[src/design/atfp_pkg.sv]
`timescale 1ns / 1ps

package atfp_pkg;

  localparam int unsigned MAX_CHARS_DEF = 12;

  localparam int unsigned ID_W   = 8;
  localparam int unsigned MAG_W  = 40;
  localparam int unsigned MANT_W = 41;
  localparam int unsigned FRAC_W = 4;

  localparam logic [7:0] START_BYTE_RST = 8'd36;
  localparam logic [7:0] STOP_BYTE_RST  = 8'd35;

  localparam logic [7:0] CHAR_PLUS  = 8'h2B;
  localparam logic [7:0] CHAR_MINUS = 8'h2D;
  localparam logic [7:0] CHAR_DOT   = 8'h2E;
  localparam logic [7:0] CHAR_ZERO  = 8'h30;
  localparam logic [7:0] CHAR_NINE  = 8'h39;

  typedef enum logic [1:0] {
    PH_WAIT_START = 2'd0,
    PH_START_SEEN = 2'd1,
    PH_FIELD      = 2'd2
  } phase_e;

  typedef enum logic {
    CFG_START_BYTE = 1'b0,
    CFG_STOP_BYTE  = 1'b1
  } cfg_reg_e;

  typedef struct packed {
    logic [ID_W-1:0]          frame_id;
    logic signed [MANT_W-1:0] mantissa;
    logic [FRAC_W-1:0]        frac_digits;
  } result_t;

  typedef struct packed {
    logic    push;
    result_t data;
  } result_push_t;

endpackage

[src/design/atfp_core.sv]
`timescale 1ns / 1ps

module atfp_core #(
  parameter int unsigned MAX_CHARS = atfp_pkg::MAX_CHARS_DEF
) (
  input  logic                   clk_i,
  input  logic                   rst_ni,
  input  logic                   step_i,
  input  logic [7:0]             rx_byte_i,
  input  logic [7:0]             start_byte_i,
  input  logic [7:0]             stop_byte_i,
  output atfp_pkg::result_push_t result_o
);
  import atfp_pkg::*;

  localparam int unsigned CNT_W = $clog2(MAX_CHARS + 1);

  phase_e             phase_q, phase_d;
  logic               sign_seen_q, sign_seen_d;
  logic               negative_q, negative_d;
  logic               dot_seen_q, dot_seen_d;
  logic [CNT_W-1:0]   char_count_q, char_count_d;
  logic [ID_W-1:0]    command_id_q, command_id_d;
  logic [MAG_W-1:0]   magnitude_q, magnitude_d;
  logic [FRAC_W-1:0]  frac_count_q, frac_count_d;

  logic               is_sign, is_dot, is_digit, room;
  logic [3:0]         digit;
  logic [MAG_W+3:0]   mag_x10;
  logic [MAG_W-1:0]   mag_next;
  logic [MANT_W-1:0]  mag_ext;
  logic signed [MANT_W-1:0] mantissa;

  assign is_sign  = (rx_byte_i == CHAR_PLUS) || (rx_byte_i == CHAR_MINUS);
  assign is_dot   = (rx_byte_i == CHAR_DOT);
  assign is_digit = (rx_byte_i >= CHAR_ZERO) && (rx_byte_i <= CHAR_NINE);
  assign room     = (char_count_q < CNT_W'(MAX_CHARS));
  assign digit    = rx_byte_i[3:0];

  // times ten as two shifts, saturate on overflow past 40 bits
  assign mag_x10  = ({4'b0, magnitude_q} << 3) + ({4'b0, magnitude_q} << 1)
                  + {{MAG_W{1'b0}}, digit};
  assign mag_next = (|mag_x10[MAG_W+3:MAG_W]) ? {MAG_W{1'b1}} : mag_x10[MAG_W-1:0];

  assign mag_ext  = {1'b0, magnitude_q};
  assign mantissa = negative_q ? -mag_ext : mag_ext;

  always_comb begin
    phase_d      = phase_q;
    sign_seen_d  = sign_seen_q;
    negative_d   = negative_q;
    dot_seen_d   = dot_seen_q;
    char_count_d = char_count_q;
    command_id_d = command_id_q;
    magnitude_d  = magnitude_q;
    frac_count_d = frac_count_q;

    result_o.push             = 1'b0;
    result_o.data.frame_id    = command_id_q;
    result_o.data.mantissa    = mantissa;
    result_o.data.frac_digits = frac_count_q;

    if (step_i) begin
      case (phase_q)
        PH_WAIT_START: begin
          sign_seen_d  = 1'b0;
          negative_d   = 1'b0;
          dot_seen_d   = 1'b0;
          char_count_d = '0;
          magnitude_d  = '0;
          frac_count_d = '0;
          if (rx_byte_i == start_byte_i) begin
            phase_d = PH_START_SEEN;
          end
        end
        PH_START_SEEN: begin
          sign_seen_d  = 1'b0;
          negative_d   = 1'b0;
          dot_seen_d   = 1'b0;
          char_count_d = '0;
          magnitude_d  = '0;
          frac_count_d = '0;
          if (rx_byte_i != start_byte_i) begin
            command_id_d = rx_byte_i;
            phase_d      = PH_FIELD;
          end
        end
        PH_FIELD: begin
          // field characters are checked ahead of start and stop
          if (is_sign) begin
            if (!sign_seen_q && (char_count_q == '0) && room) begin
              char_count_d = char_count_q + CNT_W'(1);
              sign_seen_d  = 1'b1;
              negative_d   = (rx_byte_i == CHAR_MINUS);
            end else begin
              phase_d = PH_WAIT_START;
            end
          end else if (is_dot) begin
            if (!dot_seen_q && room) begin
              char_count_d = char_count_q + CNT_W'(1);
              dot_seen_d   = 1'b1;
            end else begin
              phase_d = PH_WAIT_START;
            end
          end else if (is_digit) begin
            if (room) begin
              char_count_d = char_count_q + CNT_W'(1);
              magnitude_d  = mag_next;
              if (dot_seen_q && (frac_count_q != {FRAC_W{1'b1}})) begin
                frac_count_d = frac_count_q + FRAC_W'(1);
              end
            end else begin
              phase_d = PH_WAIT_START;
            end
          end else if (rx_byte_i == start_byte_i) begin
            sign_seen_d  = 1'b0;
            negative_d   = 1'b0;
            dot_seen_d   = 1'b0;
            char_count_d = '0;
            magnitude_d  = '0;
            frac_count_d = '0;
            phase_d      = PH_START_SEEN;
          end else if (rx_byte_i == stop_byte_i) begin
            result_o.push = 1'b1;
            phase_d       = PH_WAIT_START;
          end else begin
            phase_d = PH_WAIT_START;
          end
        end
        default: begin
          phase_d = PH_WAIT_START;
        end
      endcase
    end
  end

  always_ff @(posedge clk_i or negedge rst_ni) begin
    if (!rst_ni) begin
      phase_q      <= PH_WAIT_START;
      sign_seen_q  <= 1'b0;
      negative_q   <= 1'b0;
      dot_seen_q   <= 1'b0;
      char_count_q <= '0;
      command_id_q <= '0;
      magnitude_q  <= '0;
      frac_count_q <= '0;
    end else begin
      phase_q      <= phase_d;
      sign_seen_q  <= sign_seen_d;
      negative_q   <= negative_d;
      dot_seen_q   <= dot_seen_d;
      char_count_q <= char_count_d;
      command_id_q <= command_id_d;
      magnitude_q  <= magnitude_d;
      frac_count_q <= frac_count_d;
    end
  end

endmodule

[src/design/atfp_out_buf.sv]
`timescale 1ns / 1ps

module atfp_out_buf (
  input  logic                   clk_i,
  input  logic                   rst_ni,
  input  atfp_pkg::result_push_t push_i,
  output logic                   full_o,
  output logic                   out_valid_o,
  input  logic                   out_ready_i,
  output atfp_pkg::result_t      data_o
);
  import atfp_pkg::*;

  result_t    mem_q [2];
  logic       wr_ptr_q, rd_ptr_q;
  logic [1:0] count_q;
  logic       pop;

  assign full_o      = (count_q == 2'd2);
  assign out_valid_o = (count_q != 2'd0);
  assign pop         = out_valid_o && out_ready_i;
  assign data_o      = mem_q[rd_ptr_q];

  always_ff @(posedge clk_i or negedge rst_ni) begin
    if (!rst_ni) begin
      wr_ptr_q <= 1'b0;
      rd_ptr_q <= 1'b0;
      count_q  <= 2'd0;
    end else begin
      if (push_i.push) begin
        wr_ptr_q <= ~wr_ptr_q;
      end
      if (pop) begin
        rd_ptr_q <= ~rd_ptr_q;
      end
      if (push_i.push && !pop) begin
        count_q <= count_q + 2'd1;
      end else if (!push_i.push && pop) begin
        count_q <= count_q - 2'd1;
      end
    end
  end

  always_ff @(posedge clk_i) begin
    if (push_i.push) begin
      mem_q[wr_ptr_q] <= push_i.data;
    end
  end

endmodule

[src/design/ascii_telecommand_frame_parser.sv]
`timescale 1ns / 1ps

// channel   signals                                   direction
// rx        in_valid_i / in_ready_o, rx_byte_i         in
// result    out_valid_o / out_ready_i, frame_id_o,     out
//           mantissa_o, frac_digits_o
// config    cfg_valid_i / cfg_ready_o, cfg_index_i,    in
//           cfg_data_i
//
// one byte per cycle unless rx stalls; a result shows up the cycle after the stop byte transfer
// a two-entry result buffer keeps rx flowing while one result waits
// rx stalls only when both buffer entries hold results not yet taken
// async active-low reset: idle, start byte '$', stop byte '#'
// config is always ready and takes effect on the next byte

module ascii_telecommand_frame_parser #(
  parameter int unsigned MAX_CHARS = atfp_pkg::MAX_CHARS_DEF
) (
  input  logic                                  clk_i,
  input  logic                                  rst_ni,
  input  logic                                  in_valid_i,
  output logic                                  in_ready_o,
  input  logic [7:0]                            rx_byte_i,
  output logic                                  out_valid_o,
  input  logic                                  out_ready_i,
  output logic [atfp_pkg::ID_W-1:0]             frame_id_o,
  output logic signed [atfp_pkg::MANT_W-1:0]    mantissa_o,
  output logic [atfp_pkg::FRAC_W-1:0]           frac_digits_o,
  input  logic                                  cfg_valid_i,
  output logic                                  cfg_ready_o,
  input  logic                                  cfg_index_i,
  input  logic [7:0]                            cfg_data_i
);
  import atfp_pkg::*;

  logic [7:0]   start_byte_q, stop_byte_q;
  logic         buf_full, step;
  result_push_t result;
  result_t      out_data;

  assign cfg_ready_o = 1'b1;
  assign in_ready_o  = !buf_full;
  assign step        = in_valid_i && in_ready_o;

  always_ff @(posedge clk_i or negedge rst_ni) begin
    if (!rst_ni) begin
      start_byte_q <= START_BYTE_RST;
      stop_byte_q  <= STOP_BYTE_RST;
    end else if (cfg_valid_i && cfg_ready_o) begin
      case (cfg_reg_e'(cfg_index_i))
        CFG_START_BYTE: start_byte_q <= cfg_data_i;
        CFG_STOP_BYTE:  stop_byte_q  <= cfg_data_i;
        default: ;
      endcase
    end
  end

  atfp_core #(
    .MAX_CHARS (MAX_CHARS)
  ) u_core (
    .clk_i        (clk_i),
    .rst_ni       (rst_ni),
    .step_i       (step),
    .rx_byte_i    (rx_byte_i),
    .start_byte_i (start_byte_q),
    .stop_byte_i  (stop_byte_q),
    .result_o     (result)
  );

  atfp_out_buf u_out_buf (
    .clk_i       (clk_i),
    .rst_ni      (rst_ni),
    .push_i      (result),
    .full_o      (buf_full),
    .out_valid_o (out_valid_o),
    .out_ready_i (out_ready_i),
    .data_o      (out_data)
  );

  assign frame_id_o    = out_data.frame_id;
  assign mantissa_o    = out_data.mantissa;
  assign frac_digits_o = out_data.frac_digits;

endmodule

[config.mk]
export PLATFORM = sky130hd
export DESIGN_NAME = ascii_telecommand_frame_parser
export DESIGN_NICKNAME = d
export VERILOG_FILES = /design/src/design/atfp_pkg.sv /design/src/design/atfp_core.sv /design/src/design/atfp_out_buf.sv /design/src/design/ascii_telecommand_frame_parser.sv
export SDC_FILE = /design/constraint.sdc
export NUM_CORES = 1
export LEC_CHECK = 0
export BUFFER_PORTS_ARGS = -buffer_cell sky130_fd_sc_hd__buf_2
export CAP_MARGIN = 20
export CORE_ASPECT_RATIO = 0.8
export CORE_MARGIN = 5
export CORE_UTILIZATION = 55
export CTS_CLUSTER_DIAMETER = 30
export DETAILED_ROUTE_END_ITERATION = 8
export PLACE_DENSITY_LB_ADDON = 0.05
export SYNTH_ARGS = -nofsm -noshare
export SYNTH_HDL_FRONTEND = slang
export SYNTH_HIERARCHICAL = 1
export SYNTH_SLANG_ARGS = --single-unit
[constraint.sdc]
create_clock -name clk_i -period 4.9 [get_ports clk_i]
set_input_delay 0.245 -clock clk_i [delete_from_list [all_inputs] [get_ports clk_i]]
set_output_delay 0.245 -clock clk_i [all_outputs]
set_load 0.005 [all_outputs]
==> flow_summary_export.csv <==
group,metric,value,unit
route,dr_total_vias,7952,
yosys,synth_adder_area_share,0.09588,
flow_run,max_cap_violations,0,
cells_and_area,fillers,1722,
cells_and_area,nNetsFinal,1166,
timing,slew_headroom,0.2982,
timing,hold-worst-slack,48.86,ps
timing,fin_crit,4266,ps
hold_path,hold_start,"cfg_data_i[5]",
run_status,status,"complete, no violations",
yosys,synth-main-ff-cell,"edfxtp_1",
yosys,synth_compound_area_frac,0.1545,
critical_path,critPathMaxFanout,21,
critical_path,start_kind,"register",
route,drtIter0Drc,693,
floorplanning,die_x,170.8,µm
clocking,clkTransAtPathRegs,80,ps
timing,setup_viol,0,
yosys,synth-edff-count,106,
power,power.density,359.9,nW/µm²
route,drtPass1Iterations,5,
yosys,yosys_warnings,6,
global_route,grt_usage,0.2187,
floorplanning,core,20520,µm²
yosys,synth_area_per_cell,11.46,µm²
critical_path,slowest_delay,520,ps
critical_path,path_buf_inv,1,
critical_path,path_cells,"fa_1, fa_1, a211oi_1, o21ai_2, o2111ai_2, o2111ai_1, a31oi_1, a21oi_1, a221o_1, a211oi_4, buf_4, a21oi_1",
floorplanning,die_area,23690,µm²
global_route,antenna_found_initial,0,
hold_path,hold_path_class,"primary input to register",
route,routed_via_density,5.934,
global_route,overflow,0,
timing,maxSlewViolCount,0,
critical_path,setup.worst_path.start,"u_core/magnitude_q[2]$_DFFE_PN0P_",
yosys,synth_seq_area_share,0.4584,
cells_and_area,drive_gt1_frac,0.2054,
timing,fin_crit_sh,0.8707,
yosys,syn_area,11380,µm²
global_route,grt_max_degree,55,
floorplanning,die_y,138.7,µm
critical_path,worstPathArrival,4570,ps
timing,finalHoldViolCount,0,
critical_path,r2r-start,"u_core/magnitude_q[2]$_DFFE_PN0P_",
cells_and_area,diodes,0,
placed_design,gp_congestion,0.8611,
floorplanning,start_util,0.5545,
critical_path,critPathTopFamily,"compound AO/OA/AOI/OAI gates",
clocking,cts_sinks,187,
cells_and_area,final_area,12550,µm²
placed_design,dp.cells,1307,
yosys,synth_cell_types,79,
global_route,grt_pass1_vias,7511,
yosys,async_reset_ff_frac,0.4332,
critical_path,slowest_stage,"dfrtp_1",
timing,rsz0062_at_grt,"false",
clocking,cts_buffer_depth,2,
timing,fmax,234.4,MHz
yosys,muxShareOfSynthArea,0.09687,
critical_path,crit_required,5200,ps
cells_and_area,syn2layout_area_growth,10.27,%
yosys,synth-simple-area-share,0.09027,
placed_design,place_area,11930,µm²
floorplanning,rows,47,
placed_design,dp_hpwl,18550,µm
power,max-vdd-ir-drop,0.0005157,V
route,avgRoutedWirePerCell,18.99,µm
yosys,syn_nets,1101,
critical_path,crit_path_end_kind,"register",
clocking,cts_tree,"yes",
yosys,synthXorXnorAreaFrac,0.07312,
route,drc_errors,0,
clocking,cts-root-buf,"clkbuf_16",
global_route,grt_pass1_wl,41370,µm
power,cellLeakagePower,5.615,nW
floorplanning,io_pins,78,
clocking,htreeDepth,4,
yosys,ys_ff_latch,187,
clocking,clk_latency,430,ps
yosys,synth_cells,993,
timing,fin_setup_tns,0,ps
timing,worst_pin_slew,1053,ps
route,postRouteWirelength,25440,µm
timing,fin_skew,15.32,ps
yosys,synth_top_family_by_area,"compound AO/OA/AOI/OAI gates",
route,detail-route-antenna-nets,0,
critical_path,worstSetupPathType,"register to register",
cells_and_area,final_cells,1340,
clocking,cts_buffers,17,
placed_design,numPortBuffers,76,
clocking,cts_setup_buffers,0,
-- power breakdown --
group          switching, W  internal [W]  total, W
Sequential         0.000217       0.00177   0.00199
Clock              0.000703      0.000699   0.00140
Combinational      0.000502      0.000625   0.00113
Total               0.00142       0.00309   0.00452
-- registers in the layout, summed over array words and instances, names as in the netlist, 2 cells and up --
| register | flops |
|---|---|
| u_core/char_count_q | 4 |
| u_core/command_id_q | 8 |
| u_core/phase_q | 2 |
| stop_byte_q | 8 |
| u_out_buf/mem_q | 106 |
| start_byte_q | 8 |
| u_out_buf/count_q | 2 |
| u_core/frac_count_q | 4 |
| u_core/magnitude_q | 40 |
-- metal layers --
| metal | global-route usage | up-vias | wire length, µm |
|---|---|---|---|
| met5 | 0 | - | 0 |
| met4 | 0.03043 | 0 | 141 |
| met3 | 0.03933 | 8 | 1403 |
| met2 | 0.3122 | 216 | 10790 |
| met1 | 0.3554 | 3876 | 13110 |
| li1 | - | 3852 | - |
-- cell type report --
class / instances / area [µm²] / share of cell area
Clock buffer: 17 / 425.4 / 0.03390
Clock inverter: 15 / 182.7 / 0.01456
Inverter: 24 / 90.09 / 0.007179
Multi-Input combinational cell: 742 / 5833 / 0.4649
Sequential cell: 187 / 5220 / 0.4160
Tap cell: 269 / 336.6 / 0.02682
Timing Repair Buffer: 86 / 460.4 / 0.03669
-- final timing paths --
| kind | end | slack, ps | cells past startpoint |
|---|---|---|---|
| max | u_core/magnitude_q[24]$_DFFE_PN0P_ | 630 | 12 |
| max in group asynchronous | u_out_buf/rd_ptr_q$_DFFE_PN0P_ | 3550 | 3 |
| min reg2reg | u_out_buf/mem_q[1][50]$_DFFE_PP_ | 480 | 0 |
| min | start_byte_q[5]$_DFFE_PN1P_ | 50 | 2 |
| max reg2reg | u_core/magnitude_q[24]$_DFFE_PN0P_ | 630 | 12 |
| min in group asynchronous | u_core/magnitude_q[8]$_DFFE_PN0P_ | 380 | 2 |
-- cell families (layout without fill, tap and decap cells) --
| kind of cell | after synthesis | in the layout |
|---|---|---|
| AO/OA/AOI/OAI | 282 | 282 |
| XOR/XNOR | 95 | 95 |
| adder cells (fa/ha/maj) | 86 | 86 |
| buffers and inverters | 64 | 142 |
| flip-flops | 187 | 187 |
| multiplexers | 79 | 79 |
| other | 1 | 1 |
| AND/OR/NAND/NOR | 199 | 199 |
-- metrics by stage --
step / power, W / util / setup slack [ps]
floorplan: 0.002830 / - / 624.1
global placement: 0.003146 / 0.5813 / 759.2
detailed placement: 0.003155 / 0.5813 / 659.0
CTS: 0.004569 / 0.6114 / 632.2
global route: 0.004738 / 0.6114 / 342.8
finish: 0.004517 / 0.6114 / 633.7
-- timing repair --
| action | 4_1_cts | 5_1_grt |
|---|---|---|
| hold buffers | 1 | 0 |
| resized for setup | 0 | 0 |
| endpoints found under the hold margin | 44 | 0 |
-- synthesized netlist by cell type (all sizes together) (10+ instances only) --
library cell,instances,share of area
o31ai,13,0.0098
o21a,14,0.0092
inv,24,0.0079
or3,10,0.0059
nor2,32,0.011
edfxtp,106,0.28
nor3,10,0.0044
dfrtp,76,0.17
a21oi,134,0.059
nand2,69,0.023
mux2,78,0.096
o21ai,45,0.020
clkbuf,27,0.0089
buf,13,0.014
xnor2,58,0.045
xor2,37,0.028
ha,84,0.092
a21o,12,0.0079
nand4,11,0.0060
-- cell usage in the layout, fill, tap and decap left out, types with 5 or more instances in the layout --
cell	Yosys	routed
a211oi_1	6	6
a21o_1	12	12
a21oi_1	134	134
a31oi_1	8	8
and3_1	9	9
buf_2	4	75
buf_4	2	10
clkbuf_16	0	17
dfrtp_1	76	75
dfstp_2	5	5
edfxtp_1	106	106
ha_1	84	84
inv_1	24	24
mux2_2	21	21
mux2_4	57	57
nand2_1	68	68
nand2b_1	7	7
nand3_1	9	9
nand4_1	11	11
nor2_1	31	30
nor2b_1	9	8
nor3_1	10	10
nor4_1	5	5
o211ai_1	6	6
o21a_1	14	14
o21ai_0	42	42
o21bai_1	7	7
o31ai_1	12	12
or3_1	9	9
or4_1	7	7
xnor2_1	58	58
xor2_1	37	37
Power figures use the tool's default switching activity.
